<file path="config.mk">
export PLATFORM = sky130hd
export DESIGN_NAME = alae_ctrl
export DESIGN_NICKNAME = d
export VERILOG_FILES = /design/src/rtl/alae_pkg.sv /design/src/rtl/alae_ctrl.sv
export SDC_FILE = /design/constraint.sdc
export NUM_CORES = 1
export LEC_CHECK = 0
export ABC_CLOCK_PERIOD_IN_PS = 11100
export BUFFER_PORTS_ARGS = -buffer_cell sky130_fd_sc_hd__buf_2
export CAP_MARGIN = 15
export CORE_MARGIN = 2
export CORE_UTILIZATION = 30
export CTS_BUF_LIST = sky130_fd_sc_hd__clkbuf_4 sky130_fd_sc_hd__clkbuf_8
export DETAILED_ROUTE_END_ITERATION = 7
export HOLD_SLACK_MARGIN = 0.12
export SLEW_MARGIN = 5
export SYNTH_ARGS = -nofsm -noshare
export SYNTH_HDL_FRONTEND = slang
export SYNTH_SLANG_ARGS = --single-unit
export TNS_END_PERCENT = 1
</file>
<file path="constraint.sdc">
create_clock -name clock -period 11.1 [get_ports clock]
set_input_delay 0 -clock clock [delete_from_list [all_inputs] [get_ports clock]]
set_output_delay 0 -clock clock [all_outputs]
set_load 0.02 [all_outputs]
</file>
<file path="src/rtl/alae_pkg.sv">
`timescale 1ns / 1ps
// ----------------------------------------------------------------------------
// alae_pkg
// Shared widths, operation and status codes, sequencer states and the result
// bundle of the array list engine.
// ----------------------------------------------------------------------------
package alae_pkg;

   localparam int DEFAULT_CAPACITY = 256;

   localparam int FUNC_W = 3;
   localparam int POS_W  = 9;
   localparam int VAL_W  = 32;
   localparam int STAT_W = 2;
   localparam int LEN_W  = 9;

   localparam int REQ_DATA_W = 80;   // position + value + value_high, byte padded
   localparam int RSP_DATA_W = 56;   // status + item + found + length + empty

   // operation codes
   localparam logic [FUNC_W-1:0] FN_GET       = 3'd0;
   localparam logic [FUNC_W-1:0] FN_LOCATE    = 3'd1;
   localparam logic [FUNC_W-1:0] FN_INSERT    = 3'd2;
   localparam logic [FUNC_W-1:0] FN_DELETE    = 3'd3;
   localparam logic [FUNC_W-1:0] FN_REM_EQ    = 3'd4;
   localparam logic [FUNC_W-1:0] FN_REM_RANGE = 3'd5;
   localparam logic [FUNC_W-1:0] FN_APPEND    = 3'd6;

   // status codes
   localparam logic [STAT_W-1:0] STATUS_OK    = 2'd0;
   localparam logic [STAT_W-1:0] STATUS_RANGE = 2'd1;
   localparam logic [STAT_W-1:0] STATUS_FULL  = 2'd2;

   typedef enum logic [1:0] {
      S_IDLE,
      S_SWEEP,
      S_INS_WRITE,
      S_DONE
   } state_type;

   typedef struct packed {
      logic [STAT_W-1:0]       status;
      logic signed [VAL_W-1:0] item;
      logic [LEN_W-1:0]        found;
      logic [LEN_W-1:0]        length;
   } result_type;

endpackage

</file>
<file path="src/rtl/alae_ctrl.sv">
`timescale 1ns / 1ps
// ----------------------------------------------------------------------------
// alae_ctrl
// Operation sequencer: decodes one request, sweeps the entry store one read
// per cycle, shifts or compacts entries behind the read pointer and builds
// the result.
// ----------------------------------------------------------------------------
module alae_ctrl #(
   parameter int CAPACITY = 256,
   parameter int AW       = 8,
   parameter int CW       = 9
) (
   input  logic                               clock,
   input  logic                               reset,
   // request
   input  logic                               req_valid,
   output logic                               req_ready,
   input  logic [alae_pkg::FUNC_W-1:0]        req_func,
   input  logic [alae_pkg::POS_W-1:0]         req_position,
   input  logic signed [alae_pkg::VAL_W-1:0]  req_value,
   input  logic signed [alae_pkg::VAL_W-1:0]  req_value_high,
   // result
   output logic                               res_valid,
   input  logic                               res_ready,
   output alae_pkg::result_type               res,
   // store
   output logic                               mem_wr_en,
   output logic [AW-1:0]                      mem_wr_addr,
   output logic [alae_pkg::VAL_W-1:0]         mem_wr_data,
   output logic                               mem_rd_en,
   output logic [AW-1:0]                      mem_rd_addr,
   input  logic [alae_pkg::VAL_W-1:0]         mem_rd_data
);

   import alae_pkg::*;

   localparam int XW = ((CW > POS_W) ? CW : POS_W) + 1;

   state_type               state_ff, state_in;
   logic [FUNC_W-1:0]       op_ff, op_in;
   logic [CW-1:0]           base_ff, base_in;
   logic signed [VAL_W-1:0] val_ff, val_in;
   logic signed [VAL_W-1:0] hi_ff, hi_in;
   logic [CW-1:0]           count_ff, count_in;
   logic [CW-1:0]           k_ff, k_in;
   logic [CW-1:0]           rd_ptr_ff, rd_ptr_in;
   logic [CW-1:0]           lim_ff, lim_in;
   logic                    pend_ff, pend_in;
   logic [AW-1:0]           pidx_ff, pidx_in;
   logic [STAT_W-1:0]       status_ff, status_in;
   logic signed [VAL_W-1:0] item_ff, item_in;
   logic [CW-1:0]           found_ff, found_in;

   logic [XW-1:0]           pos_x;
   logic [XW-1:0]           cnt_x;
   logic                    pos_ok_get;
   logic                    pos_ok_ins;
   logic                    full;
   logic                    desc;
   logic                    more;
   logic                    drop;
   logic [CW-1:0]           rd_dec;
   logic signed [VAL_W-1:0] rd_s;

   assign pos_x      = XW'(req_position);
   assign cnt_x      = XW'(count_ff);
   assign pos_ok_get = (pos_x != '0) && (pos_x <= cnt_x);
   assign pos_ok_ins = (pos_x != '0) && (pos_x <= cnt_x + 1'b1);
   assign full       = (count_ff == CW'(CAPACITY));
   assign desc       = (op_ff == FN_INSERT);
   assign more       = desc ? (rd_ptr_ff > lim_ff) : (rd_ptr_ff < lim_ff);
   assign rd_dec     = rd_ptr_ff - 1'b1;
   assign rd_s       = $signed(mem_rd_data);

   always_comb begin
      unique if (op_ff == FN_DELETE) begin
         drop = (CW'(pidx_ff) == base_ff);
      end else if (op_ff == FN_REM_EQ) begin
         drop = (rd_s == val_ff);
      end else begin
         drop = (rd_s >= val_ff) && (rd_s <= hi_ff);
      end
   end

   always_ff @(posedge clock) begin
      if (reset) begin
         state_ff <= S_IDLE;
         count_ff <= '0;
         pend_ff  <= 1'b0;
      end else begin
         state_ff <= state_in;
         count_ff <= count_in;
         pend_ff  <= pend_in;
      end
   end

   always_ff @(posedge clock) begin
      op_ff     <= op_in;
      base_ff   <= base_in;
      val_ff    <= val_in;
      hi_ff     <= hi_in;
      k_ff      <= k_in;
      rd_ptr_ff <= rd_ptr_in;
      lim_ff    <= lim_in;
      pidx_ff   <= pidx_in;
      status_ff <= status_in;
      item_ff   <= item_in;
      found_ff  <= found_in;
   end

   always_comb begin
      state_in    = state_ff;
      op_in       = op_ff;
      base_in     = base_ff;
      val_in      = val_ff;
      hi_in       = hi_ff;
      count_in    = count_ff;
      k_in        = k_ff;
      rd_ptr_in   = rd_ptr_ff;
      lim_in      = lim_ff;
      pend_in     = 1'b0;
      pidx_in     = pidx_ff;
      status_in   = status_ff;
      item_in     = item_ff;
      found_in    = found_ff;
      mem_wr_en   = 1'b0;
      mem_wr_addr = count_ff[AW-1:0];
      mem_wr_data = val_ff;
      mem_rd_en   = 1'b0;
      mem_rd_addr = rd_ptr_ff[AW-1:0];
      req_ready   = 1'b0;
      res_valid   = 1'b0;

      unique case (state_ff)
         S_IDLE: begin
            req_ready = 1'b1;
            if (req_valid) begin
               op_in     = req_func;
               base_in   = CW'(pos_x - 1'b1);
               val_in    = req_value;
               hi_in     = req_value_high;
               status_in = STATUS_OK;
               item_in   = '0;
               found_in  = '0;
               state_in  = S_DONE;
               unique case (req_func)
                  FN_GET: begin
                     if (pos_ok_get) begin
                        rd_ptr_in = CW'(pos_x - 1'b1);
                        lim_in    = CW'(pos_x);
                        state_in  = S_SWEEP;
                     end else begin
                        status_in = STATUS_RANGE;
                     end
                  end
                  FN_LOCATE: begin
                     if (count_ff != '0) begin
                        rd_ptr_in = '0;
                        lim_in    = count_ff;
                        state_in  = S_SWEEP;
                     end
                  end
                  FN_INSERT: begin
                     priority if (!pos_ok_ins) begin
                        status_in = STATUS_RANGE;
                     end else if (full) begin
                        status_in = STATUS_FULL;
                     end else if (pos_x == cnt_x + 1'b1) begin
                        // insert at the tail: nothing to shift
                        mem_wr_en   = 1'b1;
                        mem_wr_data = req_value;
                        count_in    = count_ff + 1'b1;
                     end else begin
                        rd_ptr_in = count_ff;
                        lim_in    = CW'(pos_x - 1'b1);
                        state_in  = S_SWEEP;
                     end
                  end
                  FN_DELETE: begin
                     if (pos_ok_get) begin
                        rd_ptr_in = CW'(pos_x - 1'b1);
                        k_in      = CW'(pos_x - 1'b1);
                        lim_in    = count_ff;
                        state_in  = S_SWEEP;
                     end else begin
                        status_in = STATUS_RANGE;
                     end
                  end
                  FN_REM_EQ, FN_REM_RANGE: begin
                     if (count_ff != '0) begin
                        rd_ptr_in = '0;
                        k_in      = '0;
                        lim_in    = count_ff;
                        state_in  = S_SWEEP;
                     end
                  end
                  FN_APPEND: begin
                     if (full) begin
                        status_in = STATUS_FULL;
                     end else begin
                        mem_wr_en   = 1'b1;
                        mem_wr_data = req_value;
                        count_in    = count_ff + 1'b1;
                     end
                  end
                  default: begin
                  end
               endcase
            end
         end

         S_SWEEP: begin
            // issue the next read
            if (more) begin
               mem_rd_en   = 1'b1;
               mem_rd_addr = desc ? rd_dec[AW-1:0] : rd_ptr_ff[AW-1:0];
               pend_in     = 1'b1;
               pidx_in     = mem_rd_addr;
               rd_ptr_in   = desc ? rd_dec : rd_ptr_ff + 1'b1;
            end
            // consume the data of the previous read
            if (pend_ff) begin
               unique case (op_ff)
                  FN_GET: begin
                     item_in  = rd_s;
                     state_in = S_DONE;
                  end
                  FN_LOCATE: begin
                     if (mem_rd_data == val_ff) begin
                        found_in = CW'(pidx_ff) + 1'b1;
                        pend_in  = 1'b0;
                        state_in = S_DONE;
                     end else if (!more) begin
                        state_in = S_DONE;
                     end
                  end
                  FN_INSERT: begin
                     mem_wr_en   = 1'b1;
                     mem_wr_addr = pidx_ff + 1'b1;
                     mem_wr_data = mem_rd_data;
                     if (!more) begin
                        state_in = S_INS_WRITE;
                     end
                  end
                  FN_DELETE, FN_REM_EQ, FN_REM_RANGE: begin
                     if (drop) begin
                        if (op_ff == FN_DELETE) begin
                           item_in = rd_s;
                        end
                     end else begin
                        mem_wr_en   = 1'b1;
                        mem_wr_addr = k_ff[AW-1:0];
                        mem_wr_data = mem_rd_data;
                        k_in        = k_ff + 1'b1;
                     end
                     if (!more) begin
                        count_in = drop ? k_ff : k_ff + 1'b1;
                        state_in = S_DONE;
                     end
                  end
                  default: begin
                     state_in = S_DONE;
                  end
               endcase
            end else if (!more) begin
               state_in = S_DONE;
            end
         end

         S_INS_WRITE: begin
            mem_wr_en   = 1'b1;
            mem_wr_addr = base_ff[AW-1:0];
            mem_wr_data = val_ff;
            count_in    = count_ff + 1'b1;
            state_in    = S_DONE;
         end

         S_DONE: begin
            res_valid = 1'b1;
            if (res_ready) begin
               state_in = S_IDLE;
            end
         end

         default: begin
            state_in = S_IDLE;
         end
      endcase
   end

   assign res.status = status_ff;
   assign res.item   = item_ff;
   assign res.found  = LEN_W'(found_ff);
   assign res.length = LEN_W'(count_ff);

endmodule
</file>
Word-level counts from Yosys, hierarchy flattened

Index checks and enable logic that the tools add are counted.
Widths: inputs -> output; s select.

Flip-flop bits (word level): 166
Latch bits: 0
RAM bits: 0
Bits in read-only memories: 0
Bits of input ports: 112
Output and inout bits: 104
Logic and storage cells: 202
Memories kept: 0

$add $sub $neg: 8
Multipliers: 0
Div/mod/pow operators: 0
Magnitude comparators: 6
Equal/unequal tests: 49
Shifts and indexed selects: 0
Multiplexer cells: 99
Bitwise gates (word level): 1
Reduce and logical (&&, ||, !) cells: 25

Operator list:

| operator             | count |
|---|---|
| $mux 32              | 11 |
| $pmux 32 s2          | 5 |
| $mux 9               | 30 |
| $pmux 9 s2           | 5 |
| $eq 32x32->1         | 2 |
| $pmux 9 s3           | 2 |
| $mux 8               | 5 |
| $pmux 9 s4           | 1 |
| $ne 3x3->1 const B   | 11 |
| $ge 32x32->1         | 1 |
| $le 32x32->1         | 1 |
| $pmux 8 s2           | 2 |
| $add 9x1->9 const B  | 3 |
| $mux 2               | 13 |
| $ne 2x2->1 const B   | 11 |
| $mux 1               | 18 |
| $pmux 2 s3           | 3 |
| $reduce_and 9->1     | 2 |
| $sub 9x1->9 const B  | 2 |
| $eq 3x3->1 const B   | 5 |
| $eq 3x2->1 const B   | 4 |
| $add 9x1->10 const B | 1 |
| $eq 9x10->1          | 1 |
| $le 9x10->1          | 1 |
| 34 further kinds     | 48 |

Longest topological paths before layout

Gate-level depths: netlist of run 1.

Depth after elaboration: 9
Mapped depth: 17
Gate-level depth less buffers: 15

Worst setup path before layout of run 1

Ideal clock, no wire load.

Path kind: register to register
Start: register val_ff[15]
End: register item_ff[0], enable pin
Setup time: 432 ps
Arrival: 3937 ps
Data required time: 10668 ps
Slack: 6731 ps
Cell stages (with the launch flop): 12
Buffers on the path: 0
Clock period less this slack: 4369 ps
Path through: edfxtp_1 > inv_1 > ha_1 > nand4_1 > or3_1 > nor3_2 > nor3_1 > a31o_2 > o311ai_2 > a31oi_1 > o31a_1 > a21oi_1

Word-level cells in the longest chain between the ends: 6
Elaborated cells on any way between the ends: 7
Classes of those cells: order compare (1); eq/ne (2); mux (2); reduce/logical (2)

RTL lines:

| what                                  | RTL line         | source |
|---|---|---|
| start: declaration                    | alae_ctrl.sv:42  | `logic signed [VAL_W-1:0] val_ff, val_in;` |
| start signal: assignment              | alae_ctrl.sv:100 | `val_ff <= val_in;` |
| $ge 32x32->1                          | alae_ctrl.sv:81  | `drop = (rd_s >= val_ff) && (rd_s <= hi_ff);` |
| $logic_and 1x1->1                     | alae_ctrl.sv:81  |  |
| $mux 1 (*)                            | alae_ctrl.sv:78  | `end else if (op_ff == FN_REM_EQ) begin` |
| $mux 1 (*)                            | alae_ctrl.sv:76  | `unique if (op_ff == FN_DELETE) begin` |
| $ne 3x3->1 (no source line) (*)       | --               |  |
| $reduce_and 6->1 (no source line) (*) | --               |  |
| end signal: assignment                | alae_ctrl.sv:107 | `item_ff <= item_in;` |
| end: declaration                      | alae_ctrl.sv:51  | `logic signed [VAL_W-1:0] item_ff, item_in;` |

Every way passes the cells marked *; elsewhere a longest branch is shown, timed or not.
A chain may end at the register's enable or synchronous reset.

Final worst setup path of run 1

Start: register val_ff[15]
End: output mem_wr_addr[6]

Word-level cells in the longest chain between the ends: 8
Elaborated cells on any way between the ends: 9
Classes of those cells: order compare (1); eq/ne (1); mux (6); reduce/logical (1)

RTL lines:

| what              | RTL line         | source |
|---|---|---|
| $ge 32x32->1      | alae_ctrl.sv:81  |  |
| $logic_and 1x1->1 | alae_ctrl.sv:81  |  |
| $mux 1 (*)        | alae_ctrl.sv:78  |  |
| $mux 1 (*)        | alae_ctrl.sv:76  |  |
| $mux 8 (*)        | alae_ctrl.sv:246 | `if (drop) begin` |
| $pmux 8 s2 (*)    | alae_ctrl.sv:223 | `unique case (op_ff)` |
| $mux 8 (*)        | alae_ctrl.sv:222 | `if (pend_ff) begin` |
| $pmux 8 s2 (*)    | alae_ctrl.sv:134 | `unique case (state_ff)` |
| end: declaration  | alae_ctrl.sv:28  | `output logic [AW-1:0] mem_wr_addr,` |

Marks and branches as above.

==> results of run 1 <==
through the flow:
stage	util	setup WS, ns	instance area (µm²)	cells
6_report	0.386	6.26	14100	1902
4_1_cts	0.385	6.31	14000	1901
3_3_place_gp	0.344	6.79	12500	1757
5_1_grt	0.386	5.88	14100	1902
2_1_floorplan	-	6.73	11000	1126
3_5_place_dp	0.344	6.66	12500	1758
kinds of logic (layout without fill, tap and decap cells):
logic type | Yosys count | count (layout) | synth area share
and+or+nand+nor | 359 | 359 | 0.163
AOI/OAI and AO/OA | 263 | 263 | 0.163
buffers and inverters | 168 | 476 | 0.0604
DFF | 166 | 166 | 0.441
adders and majority gates | 102 | 102 | 0.116
xor gates and xnor gates | 53 | 53 | 0.0421
muxes | 15 | 15 | 0.0146
registers in the layout (all words and copies together), names as in the netlist:
| register | flops |
|---|---|
| found_ff | 9 |
| count_ff | 9 |
| val_ff | 32 |
| pidx_ff | 8 |
| op_ff | 3 |
| base_ff | 9 |
| hi_ff | 32 |
| rd_ptr_ff | 9 |
| status_ff | 2 |
| lim_ff | 9 |
| k_ff | 9 |
| item_ff | 32 |
| pend_ff | 1 |
| state_ff | 2 |
worst paths after layout:
check                     startpoint              to  slack, ns  cells after the start
setup reg to reg         count_ff[5]    rd_ptr_ff[8]       6.57                     15
hold reg to reg          state_ff[1]     state_ff[1]       0.52                      2
hold / removal    req_value_high[12]       hi_ff[12]       0.22                      2
setup / recovery          val_ff[15]  mem_wr_addr[6]       6.26                     13
what timing repair did:
action / 4_1_cts / 5_1_grt
buffers inserted: 0 / 0
hold buffers: 111 / 0
hold endpoints to repair: 125 / 0
cell type report:
class / instances / area [µm²]
fill: 3632 / 22400
clock buffer: 18 / 241
clock inverter: 14 / 139
inverter: 111 / 418
multi-input combinational: 792 / 5540
tap: 468 / 586
timing repair buffer: 333 / 2280
sequential: 166 / 4860
power by group through the flow:
stage | Combinational, µW | Sequential (µW) | Clock (µW)
floorplan | 861 | 1120 | 0
global placement | 1350 | 1090 | 0
detailed placement | 1370 | 1100 | 0
CTS | 1400 | 1080 | 459
global route | 1540 | 1100 | 484
finish | 1410 | 1080 | 449
layer usage:
layer | GRT usage | share of wire | vias to the layer above
met5 | 0 | 0 | -
met3 | 0.0330 | 0.062 | 72
met1 | 0.249 | 0.43 | 4805
met2 | 0.314 | 0.47 | 407
li1 | - | - | 4730
met4 | 0.0831 | 0.036 | 0
placed cells by master (no fill, tap or decap), types with 5 or more instances in the layout:
| master | netlist | final |
|---|---|---|
| buf_2 | 7 | 215 |
| edfxtp_1 | 154 | 154 |
| nand2_1 | 135 | 135 |
| dlygate4sd3_1 | 0 | 111 |
| inv_1 | 109 | 108 |
| ha_1 | 102 | 101 |
| a21oi_1 | 61 | 60 |
| a22oi_1 | 46 | 46 |
| and2_1 | 44 | 44 |
| o21ai_0 | 39 | 39 |
| nor2_1 | 39 | 39 |
| xnor2_1 | 34 | 34 |
| nand3_1 | 28 | 28 |
| nor3_1 | 25 | 24 |
| nand4_1 | 24 | 24 |
| xor2_1 | 19 | 19 |
| clkbuf_8 | 0 | 17 |
| a221oi_1 | 15 | 15 |
| and3_1 | 13 | 13 |
| dfxtp_1 | 12 | 12 |
| a21o_1 | 11 | 11 |
| a31oi_1 | 12 | 11 |
| mux2_2 | 9 | 9 |
| nand2b_1 | 8 | 8 |
| nor2b_1 | 8 | 8 |
| or4_1 | 7 | 7 |
| and4_1 | 7 | 7 |
| o22ai_1 | 7 | 7 |
| o211ai_1 | 6 | 6 |
| a211oi_1 | 6 | 6 |
| o31ai_1 | 6 | 6 |
| mux2i_1 | 6 | 6 |
| o21a_1 | 6 | 6 |
| o21ai_1 | 6 | 6 |
| or3_1 | 5 | 5 |
| o2111ai_1 | 5 | 5 |
| buf_4 | 1 | 5 |
==> run_results.csv, run 1 <==
group,metric,value,unit
pwr,p_seq_frac,0.369,
floorplan,die_h,196,µm
routing,vias,10000,
synthesis,syn_nets,1340,
pwr,leakagePower,0.00596,µW
sta,hold_violations,0,
critical_path,cp_num_buf_inv,2,
synthesis,async_reset_ff_frac,0,
synthesis,synth.top_cell.area_share,0.419,
sta,rsz0062_at_grt,"false",
synthesis,yosysTopAreaCell,"edfxtp_1",
synthesis,synth_most_common_cell,"edfxtp_1",
floorplan,die_width,196,µm
clock_network,htreeDepth,4,
critical_path,critical_path_class,"reg2out",
synthesis,syn-mean-instance-area,9.80,µm²
pwr,worst_ir_drop_vdd,0.0932,mV
finish,diodes,0,
place,dp_hpwl,27300,µm
routing,routedWlPerCell,19.5,µm
grt,antenna_found_initial,0,
synthesis,synth_cells,1126,
clock_network,cts_sinks,166,
finish,drive_above_1_share,0.200,
routing,wl,37200,µm
synthesis,ys_seq_area_frac,0.441,
synthesis,synth_edf_count,154,
critical_path,cp.arrival,4.84,ns
run_status,status,"finished clean",
sta,finalSetupViolations,0,
place,gp_congestion,0.946,
critical_path,critPathMaxFanout,21,
sta,fin_crit,4.84,ns
sta,tns,0,ns
routing,drc,0,
clock_network,cts_resized,0,
floorplan,start_util,0.303,
pwr,powerDensity,209,nW/µm²
clock_network,clkLatencyLatePin,0.49,ns
floorplan,die_area,38300,µm²
floorplan,core_area,36400,µm²
pwr,p_int,1600,µW
clock_network,cts_tree,"done",
finish,final_net_count,1635,
critical_path,path_cells,"inv_1, ha_1, nand4_1, or3_1, nor3_2, nor3_1, a31o_2, o311ai_2, nand2_1, mux2_2, nand2_1, a221oi_1, buf_2",
clock_network,cts_root_buffer,"clkbuf_8",
hold_path,hold_class,"in2reg",
critical_path,critPathTopFamily,"simple AND/OR/NAND/NOR gates",
routing,drtPass1Iterations,5,
synthesis,ys.flop_type,"edfxtp_1",
critical_path,cp-start-kind,"register",
clock_network,clockBufferDepth,2,
sta,report.final.slew_viol_count,0,
critical_path,critical_path.max_stage_delay,0.63,ns
sta,fin_skew,0.0226,ns
sta,clock.fmax,0.207,GHz
synthesis,synth_area_leaders,"edfxtp_1, ha_1, nand2_1",
synthesis,synth_area,11000,µm²
critical_path,crit_required,11.10,ns
critical_path,cp_common_cell,"nand2_1",
clock_network,cts_buffers,17,
routing,vias_per_cell,5.26,
pwr,switching_share,0.455,
place,portBuffers,215,
floorplan,std_cell_rows,70,
pwr,combPwrFrac,0.479,
grt,track_usage,0.192,
sta,worst_slew_pin_slew,1.12,ns
sta,post-route-period-util,0.436,
pwr,clkPwrFrac,0.153,
job,cap_violations,0,
grt,grt_pass1_wl,56900,µm
grt,grt_overflow,0,
synthesis,synth-seq-cells,166,
pwr,switchingPower,1340,µW
critical_path,cp_slowest_cell,"nand2_1",
synthesis,ys_types,76,
grt,grt_pass1_vias,9942,
clock_network,path_clk_slew,0.11,ns
sta,maxSlewHeadroom,0.246,
finish,area.growth.synth_to_final,27.5,%
floorplan,num_io_pins,216,
synthesis,synth_warnings,0,
critical_path,critPathCaptureType,"output port",
synthesis,ys_top_cells_by_count,"edfxtp_1, nand2_1, inv_1",
grt,grt_max_degree,73,
routing,ant_nets,0,
sta,holdWs,0.224,ns
routing,drtIter0Drc,873,
pwr,finalPower,2940,µW
(Power assumes the default switching activity.)
==> inputs of run 2 (changes only) <==
- ABC_CLOCK_PERIOD_IN_PS: 11100 -> 4910
- clock period: 11.1 -> 4.91 ns (I/O delays scaled with it)
==> run 2 against run 1 <==
- global-route usage increased by 0.071 points
- cell count increased by 0.63%
- register-to-register slack got worse by 5.9 ns
- wire length increased by 0.24%
- sequential power increased by 120%
- non-clock buffer count increased by 12
- count of clock-buffer cells in the layout unchanged
- largest power group unchanged
==> run_results.csv, run 2 (synthesis gave the netlist of run 1 again) <==
group,metric,value,unit
sta,holdWs,0.228,ns
sta,rsz0062_at_grt,"false",
pwr,finalPower,6720,µW
floorplan,std_cell_rows,70,
finish,diodes,0,
routing,drtIter0Drc,791,
routing,routedWlPerCell,19.5,µm
clock_network,htreeDepth,4,
critical_path,r2r-end,"count_ff[2]",
floorplan,core_area,36400,µm²
run_status,status,"finished clean",
sta,maxSlewHeadroom,0.241,
hold_path,hold_end,"val_ff[9]",
finish,area.growth.synth_to_final,28.3,%
sta,post-route-period-util,0.911,
pwr,worst_ir_drop_vdd,0.228,mV
critical_path,cp.arrival,4.47,ns
critical_path,critPathTopFamily,"simple AND/OR/NAND/NOR gates",
routing,vias,10100,
pwr,switchingPower,3020,µW
clock_network,cts_sinks,166,
clock_network,clockBufferDepth,2,
sta,hold_violations,0,
pwr,p_int,3700,µW
critical_path,critical_path_class,"reg2out",
finish,layout_commonest_cell,"buf_2",
critical_path,r2r_start,"count_ff[1]",
floorplan,die_h,196,µm
critical_path,cp_slowest_cell,"nand2_1",
critical_path,critPathCaptureType,"output port",
hold_path,holdPathStages,2,
job,cap_violations,0,
place,dp_hpwl,27400,µm
clock_network,cts_root_buffer,"clkbuf_8",
critical_path,path_cells,"inv_1, ha_1, and4_1, and3_1, a221o_1, o31a_1, nor4_2, mux2_2, nand2_1, mux2_2, nand2_1, a221oi_1, buf_2",
pwr,leakagePower,0.00603,µW
clock_network,cts_buffers,17,
hold_path,hp-start,"req_value[9]",
grt,antenna_found_initial,0,
critical_path,crit_required,4.91,ns
critical_path,critPathMaxFanout,14,
finish,regArea,4860,µm²
grt,track_usage,0.192,
pwr,switching_share,0.450,
sta,report.final.slew_viol_count,0,
sta,clock.fmax,0.224,GHz
finish,multi_input_area,5540,µm²
clock_network,path_clk_slew,0.10,ns
routing,vias_per_cell,5.29,
sta,fin_skew,0.0306,ns
floorplan,die_area,38300,µm²
place,portBuffers,215,
grt,grt_overflow,0,
routing,drc,0,
grt,grt_max_degree,55,
finish,drive_above_1_share,0.206,
floorplan,num_io_pins,216,
critical_path,cp_num_buf_inv,2,
place,gp_congestion,0.873,
finish,final_cell_mix,"buf_2, edfxtp_1, nand2_1, dlygate4sd3_1, inv_1",
floorplan,start_util,0.303,
critical_path,cp-start-kind,"register",
critical_path,critical_path.max_stage_delay,0.50,ns
finish,fill_cells,3593,
routing,drtPass1Iterations,5,
finish,reg_top3,"hi_ff: 32 flops, item_ff: 32 flops, val_ff: 32 flops",
sta,finalSetupViolations,0,
sta,tns,0,ns
pwr,combPwrFrac,0.480,
routing,wl,37200,µm
floorplan,die_width,196,µm
grt,grt_pass1_wl,57000,µm
clock_network,cts_tree,"done",
sta,fin_crit,4.47,ns
pwr,powerDensity,475,nW/µm²
critical_path,reg2reg_slack,0.65,ns
sta,worst_slew_pin_slew,1.13,ns
clock_network,clkLatencyLatePin,0.50,ns
hold_path,hold_class,"in2reg",
clock_network,cts_resized,0,
pwr,p_seq_frac,0.360,
grt,grt_pass1_vias,9804,
routing,ant_nets,0,
critical_path,rr_worst_depth,15,
finish,final_net_count,1647,
pwr,clkPwrFrac,0.160,
==> run 2: how the worst max path moves through the flow <==
stage          slack [ns]  depth (start not counted)               to        start
6_report             0.44                         13   mem_wr_addr[1]     hi_ff[9]
5_1_grt              0.12                         14  mem_wr_data[17]  count_ff[1]
4_1_cts              0.46                         13   mem_wr_addr[1]   val_ff[15]
3_5_place_dp         0.79                         15      count_ff[2]  count_ff[1]
3_3_place_gp         0.85                         15      count_ff[2]  count_ff[1]
2_1_floorplan        0.54                         11       item_ff[0]   val_ff[15]
==> run 2: through the flow <==
| stage | utilization | setup WS, ns | cell area (µm²) | std cells |
|---|---|---|---|---|
| 3_5_place_dp | 0.347 | 0.794 | 12600 | 1771 |
| 5_1_grt | 0.389 | 0.124 | 14200 | 1914 |
| 4_1_cts | 0.389 | 0.455 | 14200 | 1914 |
| 3_3_place_gp | 0.347 | 0.852 | 12600 | 1771 |
| 2_1_floorplan | - | 0.541 | 11000 | 1126 |
| 6_report | 0.389 | 0.436 | 14200 | 1914 |
==> run 2: layer usage <==
| layer | vias up | track usage | routed length (µm) |
|---|---|---|---|
| met5 | - | 0 | 0 |
| met4 | 0 | 0.0746 | 1190 |
| met3 | 70 | 0.0308 | 2430 |
| met2 | 468 | 0.308 | 17100 |
| met1 | 4827 | 0.262 | 16600 |
| li1 | 4756 | - | - |
==> run 2: area by class of cell <==
class / count / share of cell area
clock buffer: 18 / 0.0171
clock inverter: 14 / 0.0118
inverter: 111 / 0.0295
multi-input combinational: 792 / 0.391
sequential: 166 / 0.344
tap: 468 / 0.0414
timing repair buffer: 345 / 0.165
==> run 2: repair_timing <==
item,CTS,global route
buffers inserted,0,0
hold buffers,111,0
hold endpoints to repair,123,0
==> run 2: power groups by stage <==
stage | Sequential (µW) | Clock (µW) | Combinational [µW]
3_5_place_dp | 2450 | 0 | 3130
3_3_place_gp | 2440 | 0 | 3110
6_report | 2420 | 1070 | 3230
5_1_grt | 2470 | 1150 | 3520
4_1_cts | 2420 | 1090 | 3220
2_1_floorplan | 2520 | 0 | 1950
==> run 2: worst reg2reg max path: cells and delay by family, from the launching register on <==
kind | cells | cell delay (ns)
XOR/XNOR | 1 | 0.17
multiplexers | 1 | 0.26
AND/OR/NAND/NOR | 7 | 1.47
AO/OA/AOI/OAI | 4 | 1.06
adder cells (fa/ha/maj) | 2 | 0.63
flip-flops | 1 | 0.60
